[src/cicdec_pkg.sv]
// Shared constants and types for the cascaded CIC5 I/Q decimator.
package cicdec_pkg;

  localparam int MAX_STAGES = 5;
  localparam int LANE_WIDTH = 16;
  localparam int SECTIONS   = 5;
  localparam int LANES      = 2;

  localparam int SAMPLE_WIDTH = 8;
  localparam int OUT_WIDTH    = 16;
  localparam int SHIFT_WIDTH  = 3;
  localparam int COUNT_WIDTH  = 3;
  localparam int ADDR_WIDTH   = 3;
  localparam int DATA_WIDTH   = 32;

  localparam int LANE_I = 0;
  localparam int LANE_Q = 1;

  // Byte addresses sit on a four-byte grid; bit 2 selects the register.
  localparam logic REG_INPUT_SIGNED = 1'b0;
  localparam logic REG_STAGE_COUNT  = 1'b1;

  localparam logic [COUNT_WIDTH-1:0] STAGE_MIN   = 3'd3;
  localparam logic [COUNT_WIDTH-1:0] STAGE_MAX   = COUNT_WIDTH'(MAX_STAGES);
  localparam logic [COUNT_WIDTH-1:0] STAGE_RESET = 3'd5;

  localparam logic [SHIFT_WIDTH-1:0] SHIFT_FIRST  = 3'd3;
  localparam logic [SHIFT_WIDTH-1:0] SHIFT_SECOND = 3'd4;
  localparam logic [SHIFT_WIDTH-1:0] SHIFT_MIDDLE = 3'd5;
  localparam logic [SHIFT_WIDTH-1:0] SHIFT_LAST   = 3'd0;

  localparam logic [SAMPLE_WIDTH-1:0] SAMPLE_SIGN = 8'h80;
  localparam logic [OUT_WIDTH-1:0]    OUT_SIGN    = 16'h8000;

  typedef logic [LANE_WIDTH-1:0]            lane_t;
  typedef logic [LANES-1:0][LANE_WIDTH-1:0] lanes_t;

  typedef struct packed {
    logic                   en;
    logic [SHIFT_WIDTH-1:0] shift;
  } stage_ctrl_t;

endpackage

[src/cicdec_stage.sv]
// One polyphase (1+z^-1)^5 decimate-by-two stage for both lanes.
module cicdec_stage (
  input  logic                  clk,
  input  logic                  rst,
  input  cicdec_pkg::stage_ctrl_t ctrl,
  input  cicdec_pkg::lanes_t    x,
  output cicdec_pkg::lanes_t    y,
  output logic                  emit
);
  import cicdec_pkg::*;

  logic  phase;
  lane_t hold    [LANES][SECTIONS];
  lane_t partial [LANES][SECTIONS];
  lane_t z       [LANES][SECTIONS+1];

  // Even phase runs through the holds; odd phase runs through the partials.
  always_comb begin
    for (int l = 0; l < LANES; l++) begin
      z[l][0] = x[l];
      for (int k = 0; k < SECTIONS; k++) begin
        z[l][k+1] = z[l][k] + (phase ? partial[l][k] : hold[l][k]);
      end
      y[l] = z[l][SECTIONS] >> ctrl.shift;
    end
  end

  assign emit = ~phase;

  always_ff @(posedge clk) begin
    if (rst) begin
      phase <= 1'b0;
      for (int l = 0; l < LANES; l++) begin
        for (int k = 0; k < SECTIONS; k++) begin
          hold[l][k] <= '0;
        end
      end
    end else if (ctrl.en) begin
      phase <= ~phase;
      if (phase) begin
        for (int l = 0; l < LANES; l++) begin
          for (int k = 0; k < SECTIONS; k++) begin
            hold[l][k] <= z[l][k];
          end
        end
      end
    end
  end

  always_ff @(posedge clk) begin
    if (ctrl.en && !phase) begin
      for (int l = 0; l < LANES; l++) begin
        for (int k = 0; k < SECTIONS; k++) begin
          partial[l][k] <= z[l][k];
        end
      end
    end
  end

endmodule

[src/iq_cic5_decimator_cascade.sv]
// Top level of the cascaded CIC5 I/Q decimator with its register port.
// Path: an accepted sample that completes a decimated output passes one pipeline
// register per stage into the output register; n is stage_count clamped to 3..5.
// Throughput: one input transaction per cycle unless frozen; a result per 2^n inputs.
// The whole pipeline freezes only while a result waits and out_stall is high.
// Reset clears all section holds, stage phases and pipeline valids, and sets
// input_signed to 0 and stage_count to 5.
module iq_cic5_decimator_cascade (
  input  logic                                  clk,
  input  logic                                  rst,
  input  logic                                  psel,
  input  logic                                  penable,
  input  logic                                  pwrite,
  input  logic [cicdec_pkg::ADDR_WIDTH-1:0]     paddr,
  input  logic [cicdec_pkg::DATA_WIDTH-1:0]     pwdata,
  output logic [cicdec_pkg::DATA_WIDTH-1:0]     prdata,
  output logic                                  pready,
  input  logic                                  in_valid,
  output logic                                  in_stall,
  input  logic [cicdec_pkg::SAMPLE_WIDTH-1:0]   i_sample,
  input  logic [cicdec_pkg::SAMPLE_WIDTH-1:0]   q_sample,
  output logic                                  out_valid,
  input  logic                                  out_stall,
  output logic signed [cicdec_pkg::OUT_WIDTH-1:0] i_out,
  output logic signed [cicdec_pkg::OUT_WIDTH-1:0] q_out
);
  import cicdec_pkg::*;

  logic                   input_signed;
  logic [COUNT_WIDTH-1:0] stage_count;
  logic [COUNT_WIDTH-1:0] stage_eff;
  logic [COUNT_WIDTH-1:0] last;
  logic                   advance;
  logic                   cfg_write;

  logic [MAX_STAGES-1:0]  stage_valid;
  lanes_t                 stage_x [MAX_STAGES];
  lanes_t                 stage_y [MAX_STAGES];
  logic [MAX_STAGES-1:0]  stage_emit;
  logic [MAX_STAGES-1:0]  fire;
  logic [MAX_STAGES-1:0]  last_fire;
  logic [MAX_STAGES-1:0]  live_mask;
  lanes_t                 result_next;
  lanes_t                 sample_in;

  // Configuration port.
  assign pready    = 1'b1;
  assign cfg_write = psel && penable && pwrite && pready;

  always_ff @(posedge clk) begin
    if (rst) begin
      input_signed <= 1'b0;
      stage_count  <= STAGE_RESET;
    end else if (cfg_write) begin
      case (paddr[2])
        REG_INPUT_SIGNED: input_signed <= pwdata[0];
        REG_STAGE_COUNT:  stage_count  <= pwdata[COUNT_WIDTH-1:0];
        default: ;
      endcase
    end
  end

  always_comb begin
    case (paddr[2])
      REG_INPUT_SIGNED: prdata = {{(DATA_WIDTH-1){1'b0}}, input_signed};
      REG_STAGE_COUNT:  prdata = {{(DATA_WIDTH-COUNT_WIDTH){1'b0}}, stage_count};
      default:          prdata = '0;
    endcase
  end

  always_comb begin
    if (stage_count < STAGE_MIN) begin
      stage_eff = STAGE_MIN;
    end else if (stage_count > STAGE_MAX) begin
      stage_eff = STAGE_MAX;
    end else begin
      stage_eff = stage_count;
    end
  end
  assign last = stage_eff - COUNT_WIDTH'(1);

  // The pipeline moves whenever the output register is free or being emptied.
  assign advance  = !out_valid || !out_stall;
  assign in_stall = !advance;

  always_comb begin
    sample_in[LANE_I] = LANE_WIDTH'(i_sample ^ (input_signed ? SAMPLE_SIGN : '0));
    sample_in[LANE_Q] = LANE_WIDTH'(q_sample ^ (input_signed ? SAMPLE_SIGN : '0));
  end

  for (genvar s = 0; s < MAX_STAGES; s++) begin : g_stage
    stage_ctrl_t ctrl;

    always_comb begin
      ctrl.en = advance && stage_valid[s];
      if (COUNT_WIDTH'(s) == last) begin
        ctrl.shift = SHIFT_LAST;
      end else if (s == 0) begin
        ctrl.shift = SHIFT_FIRST;
      end else if (s == 1) begin
        ctrl.shift = SHIFT_SECOND;
      end else begin
        ctrl.shift = SHIFT_MIDDLE;
      end
    end

    cicdec_stage u_stage (
      .clk  (clk),
      .rst  (rst),
      .ctrl (ctrl),
      .x    (stage_x[s]),
      .y    (stage_y[s]),
      .emit (stage_emit[s])
    );

    assign fire[s]      = stage_valid[s] && stage_emit[s];
    assign last_fire[s] = fire[s] && (COUNT_WIDTH'(s) == last);
    assign live_mask[s] = COUNT_WIDTH'(s) <= last;

    if (s == 0) begin : g_head
      always_ff @(posedge clk) begin
        if (rst) begin
          stage_valid[s] <= 1'b0;
        end else if (advance) begin
          stage_valid[s] <= in_valid;
        end
      end
      always_ff @(posedge clk) begin
        if (advance && in_valid) begin
          stage_x[s] <= sample_in;
        end
      end
    end else begin : g_link
      always_ff @(posedge clk) begin
        if (rst) begin
          stage_valid[s] <= 1'b0;
        end else if (advance) begin
          stage_valid[s] <= fire[s-1] && (COUNT_WIDTH'(s-1) < last);
        end
      end
      always_ff @(posedge clk) begin
        if (advance && fire[s-1]) begin
          stage_x[s] <= stage_y[s-1];
        end
      end
    end
  end

  always_comb begin
    result_next = '0;
    for (int s = 0; s < MAX_STAGES; s++) begin
      if (COUNT_WIDTH'(s) == last) begin
        result_next = stage_y[s];
      end
    end
  end

  always_ff @(posedge clk) begin
    if (rst) begin
      out_valid <= 1'b0;
    end else if (advance) begin
      out_valid <= |last_fire;
    end
  end

  always_ff @(posedge clk) begin
    if (advance && |last_fire) begin
      i_out <= OUT_WIDTH'(result_next[LANE_I]) ^ OUT_SIGN;
      q_out <= OUT_WIDTH'(result_next[LANE_Q]) ^ OUT_SIGN;
    end
  end

  // No transaction ever reaches a stage past the configured last one.
  a_no_dead_stage: assert property (@(posedge clk) disable iff (rst)
    (stage_valid & ~live_mask) == '0)
    else $error("transaction present in a stage beyond the last stage");

  // A frozen pipeline keeps its occupancy.
  a_freeze_holds: assert property (@(posedge clk) disable iff (rst)
    !advance |=> $stable(stage_valid))
    else $error("pipeline moved while the output was stalled");

  // A new result only follows the last stage firing on its even phase.
  a_result_source: assert property (@(posedge clk) disable iff (rst)
    (out_valid && !$past(out_valid)) |-> $past(|last_fire))
    else $error("result appeared without the last stage firing");

endmodule

[config.mk]
export PLATFORM = sky130hd
export DESIGN_NAME = iq_cic5_decimator_cascade
export DESIGN_NICKNAME = d
export VERILOG_FILES = /design/src/cicdec_pkg.sv /design/src/cicdec_stage.sv /design/src/iq_cic5_decimator_cascade.sv
export SDC_FILE = /design/constraint.sdc
export NUM_CORES = 2
export LEC_CHECK = 0
export ABC_AREA = 1
export ABC_CLOCK_PERIOD_IN_PS = 12700
export BUFFER_PORTS_ARGS = -buffer_cell sky130_fd_sc_hd__buf_2
export CAP_MARGIN = 20
export CELL_PAD_IN_SITES_DETAIL_PLACEMENT = 0
export CELL_PAD_IN_SITES_GLOBAL_PLACEMENT = 1
export CORE_ASPECT_RATIO = 0.7
export CORE_MARGIN = 2
export CORE_UTILIZATION = 40
export CTS_BUF_LIST = sky130_fd_sc_hd__clkbuf_8 sky130_fd_sc_hd__clkbuf_16
export DETAILED_ROUTE_END_ITERATION = 16
export HOLD_SLACK_MARGIN = 0.1
export PLACE_DENSITY = 0.8
export SYNTH_ARGS = -nofsm -noshare
export SYNTH_HDL_FRONTEND = slang
export SYNTH_SLANG_ARGS = --single-unit
export TNS_END_PERCENT = 10
[constraint.sdc]
create_clock -name clk -period 12.7 [get_ports clk]
set_clock_uncertainty 0.2 [all_clocks]
set_input_delay 0.635 -clock clk [delete_from_list [all_inputs] [get_ports clk]]
set_output_delay 0.635 -clock clk [all_outputs]
set_load 0.01 [all_outputs]
Yosys cells after proc, flatten, opt, wreduce, memory -nomap -nowiden
Memories as Yosys holds them, arrays and structs flattened.
Index checks and enable logic that the tools add are counted.
- add/subtract/negate cells: 51
- $lt $le $gt $ge: 6
- equality and inequality tests: 4
- shifts and indexed selects: 10
- muxes and demuxes: 156
- bitwise logic cells: 60
- reduce and logical (&&, ||, !) cells: 45
- operator list (operator ; number):
    $mux W16 ; 100
    $add A16 B16 Y16 ; 50
    $mux W32 ; 5
    $shr A16 B3 Y16 ; 8
    $pmux W32 S2 ; 1
    $or A1 B1 Y1 ; 50
    $mux W1 ; 42
    $logic_and A1 B1 Y1 ; 32
    $shr A16 B2 Y16 ; 2
    $mux W3 ; 6
    $xor A8 B16 Y16 ; 1
    $logic_not A1 Y1 ; 8
    $mux W8 ; 1
    $not A1 Y1 ; 8
    $xor A8 B8 Y8 ; 1
    $eq A2 B3 Y1 const A ; 2
    $lt A1 B3 Y1 const A ; 2
    $lt A2 B3 Y1 const A ; 2
    $reduce_or A5 Y1 ; 1
    $reduce_and A2 Y1 ; 2
    $eq A1 B3 Y1 const A ; 1
    $eq A3 B3 Y1 const A ; 1
    $gt A3 B3 Y1 const B ; 1
    $logic_not A3 Y1 ; 1
    4 further kinds ; 4
- flip-flop bits (word level): 47
- bits in writable memories: 1760
- input bits: 58
- memories kept: 11
- memories (name ; words ; bits a word ; rd ports ; clocked after memory_dff ; wr ports ; line ; source):
    g_stage[0].u_stage.hold ; 2 ; 80 ; 2 ; 0 ; 2 ; cicdec_stage.sv:13 ; lane_t hold [LANES][SECTIONS];
    g_stage[0].u_stage.partial ; 2 ; 80 ; 2 ; 0 ; 2 ; cicdec_stage.sv:14 ; lane_t partial [LANES][SECTIONS];
    g_stage[1].u_stage.hold ; 2 ; 80 ; 2 ; 0 ; 2 ; cicdec_stage.sv:13 ;
    g_stage[1].u_stage.partial ; 2 ; 80 ; 2 ; 0 ; 2 ; cicdec_stage.sv:14 ;
    g_stage[2].u_stage.hold ; 2 ; 80 ; 2 ; 0 ; 2 ; cicdec_stage.sv:13 ;
    g_stage[2].u_stage.partial ; 2 ; 80 ; 2 ; 0 ; 2 ; cicdec_stage.sv:14 ;
    +5 memories ; n/a ; n/a ; n/a ; n/a ; n/a ; n/a ;

Depth between registers and ports, before layout
An unclocked memory read counts as a cell.
- word-level depth: 14
- gate-level depth with buffers: 55
- depth with buffers taken out: 52

Modules after synthesis
Synthesis repeated with hierarchy kept, for this count alone.
- cell total of the unflattened synthesis: 12613
- area, all modules: 110649.9 um^2
- modules (own cells, without submodules) (module ; instances ; cells an instance ; area each (um^2) ; seq. area each (um^2)):
    cicdec_stage (g_stage[0].u_stage) ; 1 ; 2390 ; 20701.1 ; 9629.2
    cicdec_stage (g_stage[1].u_stage) ; 1 ; 2379 ; 20500.9 ; 9629.2
    cicdec_stage (g_stage[2].u_stage) ; 1 ; 2369 ; 20473.4 ; 9629.2
    cicdec_stage (g_stage[3].u_stage) ; 1 ; 2359 ; 20467.1 ; 9629.2
    cicdec_stage (g_stage[4].u_stage) ; 1 ; 2358 ; 20419.6 ; 9629.2
    iq_cic5_decimator_cascade ; 1 ; 758 ; 8087.8 ; 5485.3

Worst setup path before layout
OpenSTA, ideal clock, no wires.
- path type: input port to flip-flop
- start: input port out_stall
- end: memory g_stage[3].u_stage.hold[0][0] (netlist name) (enable)
- arrival: 12.560 ns
- required time: 11.597 ns
- slack: -0.963 ns
- stages on the path: 5
- buffers on the path: 0
- cell sequence: nand2_1 > clkinv_1 > nor2_1 > inv_1 > o21ai_0
- RTL lines (element ; line ; source):
    start, declared ; iq_cic5_decimator_cascade.sv:23 ; input logic out_stall,
    end, declared ; cicdec_stage.sv:13 ;

==> results_dict.tcl <==
set metrics [dict create \
    path_depth 45 \
    die_h_um 414 \
    cts-htree-levels 4 \
    worstMarginPinSlew_ns 1.14 \
    layout-drive-gt1-share 0.0558 \
    finalSetupViolCount 0 \
    synth-seq-area-share 0.512 \
    wl_per_cell_um 16.5 \
    reg2reg_from "g_stage[1].u_stage.phase" \
    drv_slew 0 \
    synth_cell_type_count 69 \
    fp.dieW_um 589 \
    vias 69200 \
    r2r_slack_ns 2.94 \
    rr_endpoint "q_out[13]" \
    gp_congestion 0.863 \
    cts_buffers 183 \
    finalNetCount 11400 \
    ant_nets 0 \
    synthArstFlopShare 0 \
    critPathBufInv 8 \
    grt_pass1_vias 66700 \
    die_area_sq_um 244000 \
    worstSetupStartpointType "flop" \
    clock_latency_ns 0.84 \
    clockBufferDepth 4 \
    timing.fmax_ghz 0.102 \
    fin_tns_setup_ns 0 \
    crit_type "reg -> reg" \
    fin_area_sq_um 106000 \
    finalWirelength_um 230000 \
    synth-edff-count 1626 \
    crit_path_max_incr_delay_ns 0.64 \
    place_area_sq_um 99800 \
    numPortBuffers 63 \
    grt_pass1_wl_um 365000 \
    io_pins 125 \
    critPathArrivalTime_ns 10.11 \
    globalRouteOverflowTotal 0 \
    hpwl_um 156000 \
    startpoint "g_stage[1].u_stage.phase" \
    period_share 0.768 \
    cp_top_family "compound AO/OA/AOI/OAI gates" \
    ys_ff_latch 1641 \
    grt_max_degree 162 \
    hp-class "in -> reg" \
    rsz0062_at_grt "no" \
    dr.first_iter.drc_count 6157 \
    reg2regPathDepth 45 \
    nFillCells 22500 \
    post-route-drc-count 0 \
    cp-endpoint "q_out[13]" \
    crit_path_top_delay_cell "o21ai_0" \
    hold_violations 0 \
    cts_tree "built" \
    path_clk_slew_ns 0.06 \
    max_slew_margin 0.237 \
    cap_viol_max_count 0 \
    worstPathMaxFanout 54 \
    syn_area_sq_um 96000 \
    dr.pass1.iters 6 \
    antenna_found_initial 8 \
    clock_sinks 1641 \
    start_util 0.402 \
    cp.required_ns 13.05 \
    cts-root-buf "clkbuf_16" \
    syn_inst 10600 \
    rows 150 \
    yosysWarnings 0 \
    groute.usage.overall 0.186 \
    areaGrowthSynthToFinish_pct 10.4 \
    outcome "finished, final reports clean" \
    synth_area_per_cell_sq_um 9.10 \
    synth-main-ff-cell "edfxtp_1" \
    cpMostUsedCell "nand2_1" \
    viasPerCell 4.96 \
    coreArea_sq_um 239000 \
    cts_setup_buffers 0 \
    min_period_ns 9.76 \
    worstSetupEndpointType "flop" \
]
==> worst reg2reg max path, delay by kind of cell, from the launching register on <==
family / cells / cell delay [ns]
DFF: 1 / 0.51
xor gates and xnor gates: 5 / 1.25
AOI/OAI and AO/OA: 10 / 2.12
buffers and inverters: 8 / 1.76
and+or+nand+nor: 16 / 1.67
adders and majority gates: 6 / 1.97
==> final cells by class <==
class / instances / area (sq um) / share of cell area
Tap cell: 3192 / 3990 / 0.0377
Antenna cell: 3 / 7.51 / 0.0000709
Inverter: 1448 / 5450 / 0.0515
Clock inverter: 127 / 1050 / 0.00990
Sequential cell: 1641 / 49100 / 0.464
Multi-Input combinational cell: 7185 / 40400 / 0.381
Timing Repair Buffer: 167 / 1250 / 0.0118
Clock buffer: 186 / 4650 / 0.0439
==> synthesized netlist by cell type, types with 20 or more instances <==
master    number  area, sq um
a31oi_1       27          169
a21o_1        42          315
o21bai_1     141         1060
buf_1         20         75.1
inv_1       1428         5360
nand2_2       36          225
nand4_1       33          206
clkbuf_1     243          912
fa_1          50         1000
o21ai_0      324         1620
nand2_1     2998        11300
o31ai_1       22          165
xnor2_1       81          709
or2_2         78          488
o21ai_1       24          120
xor2_1       406         3560
a21oi_1      613         3070
edfxtp_1    1626        48800
buf_4         30          225
o211ai_1      33          248
nor2_1       984         3690
ha_1         699         8750
nand3_1      275         1380
nor3_1       114          571
==> routing by layer <==
layer	vias up	wire length, um	track usage
met3	303	14500	0.0273
met5	-	0	0
met2	1648	92400	0.268
met1	32500	117000	0.289
met4	0	5940	0.0492
li1	34700	-	-
==> worst min path at each step <==
stage	start	end	slack, ns	cells after the start
floorplan	stage_x[0][79]	g_stage[2].u_stage.partial[0][79]	0.23	0
global placement	stage_x[0][95]	g_stage[2].u_stage.partial[1][79]	0.23	0
detailed placement	stage_x[0][95]	g_stage[2].u_stage.partial[1][79]	0.24	0
CTS	in_valid	stage_valid[0]	0.11	3
global route	out_stall	out_valid	0.15	4
finish	out_stall	out_valid	0.17	4
==> metrics by stage <==
| step | setup slack, ns | util | instances | hold slack [ns] |
|---|---|---|---|---|
| after global routing | 1.94 | 0.444 | 13900 | 0.151 |
| after floorplan | -0.579 | - | 10600 | 0.226 |
| after detailed placement | 3.01 | 0.419 | 13600 | 0.240 |
| after global placement | 2.95 | 0.419 | 13600 | 0.231 |
| after CTS | 2.96 | 0.444 | 13900 | 0.113 |
| final | 2.94 | 0.444 | 13900 | 0.166 |
==> cell usage in the layout (no fill, tap or decap), drive strengths merged, types with 42 or more instances in the layout <==
cell type and count:
ha 699, clkbuf 186, nand3 286, inv 1483, o21ai 354, or2 81
nor3 117, nand2 3034, clkinv 68, o21bai 145, a21oi 618, edfxtp 1626
xnor2 82, buf 138, a21o 42, xor2 411, fa 50, nor2 993
==> sequential cells by signal (all words and copies together), names as in the netlist <==
signal	count
stage_valid	5
stage_x	138
out_valid	1
g_stage.u_stage.phase	5
stage_count	3
g_stage.u_stage.hold	728
input_signed	1
i_out	16
q_out	16
g_stage.u_stage.partial	728
==> repair_timing <==
action / in CTS / in global routing
gates resized for setup: 0 / 0
endpoints found under the hold margin: 26 / 0
hold buffers: 29 / 0
==> cell families (layout without fill, tap and decap cells) <==
family / after synthesis / in the layout / share of synthesized area
AOI/OAI and AO/OA: 1314 / 1314 / 0.0784
xor gates and xnor gates: 495 / 495 / 0.0460
adders and majority gates: 749 / 749 / 0.102
buffers and inverters: 1752 / 1928 / 0.0700
DFF: 1641 / 1641 / 0.512
muxes: 9 / 9 / 0.000939
other: 2 / 33 / 0.0000783
and+or+nand+nor: 4588 / 4588 / 0.191
Power is not shown: default switching activity piles up to over one toggle a cycle in this logic, so the estimate is an artifact.
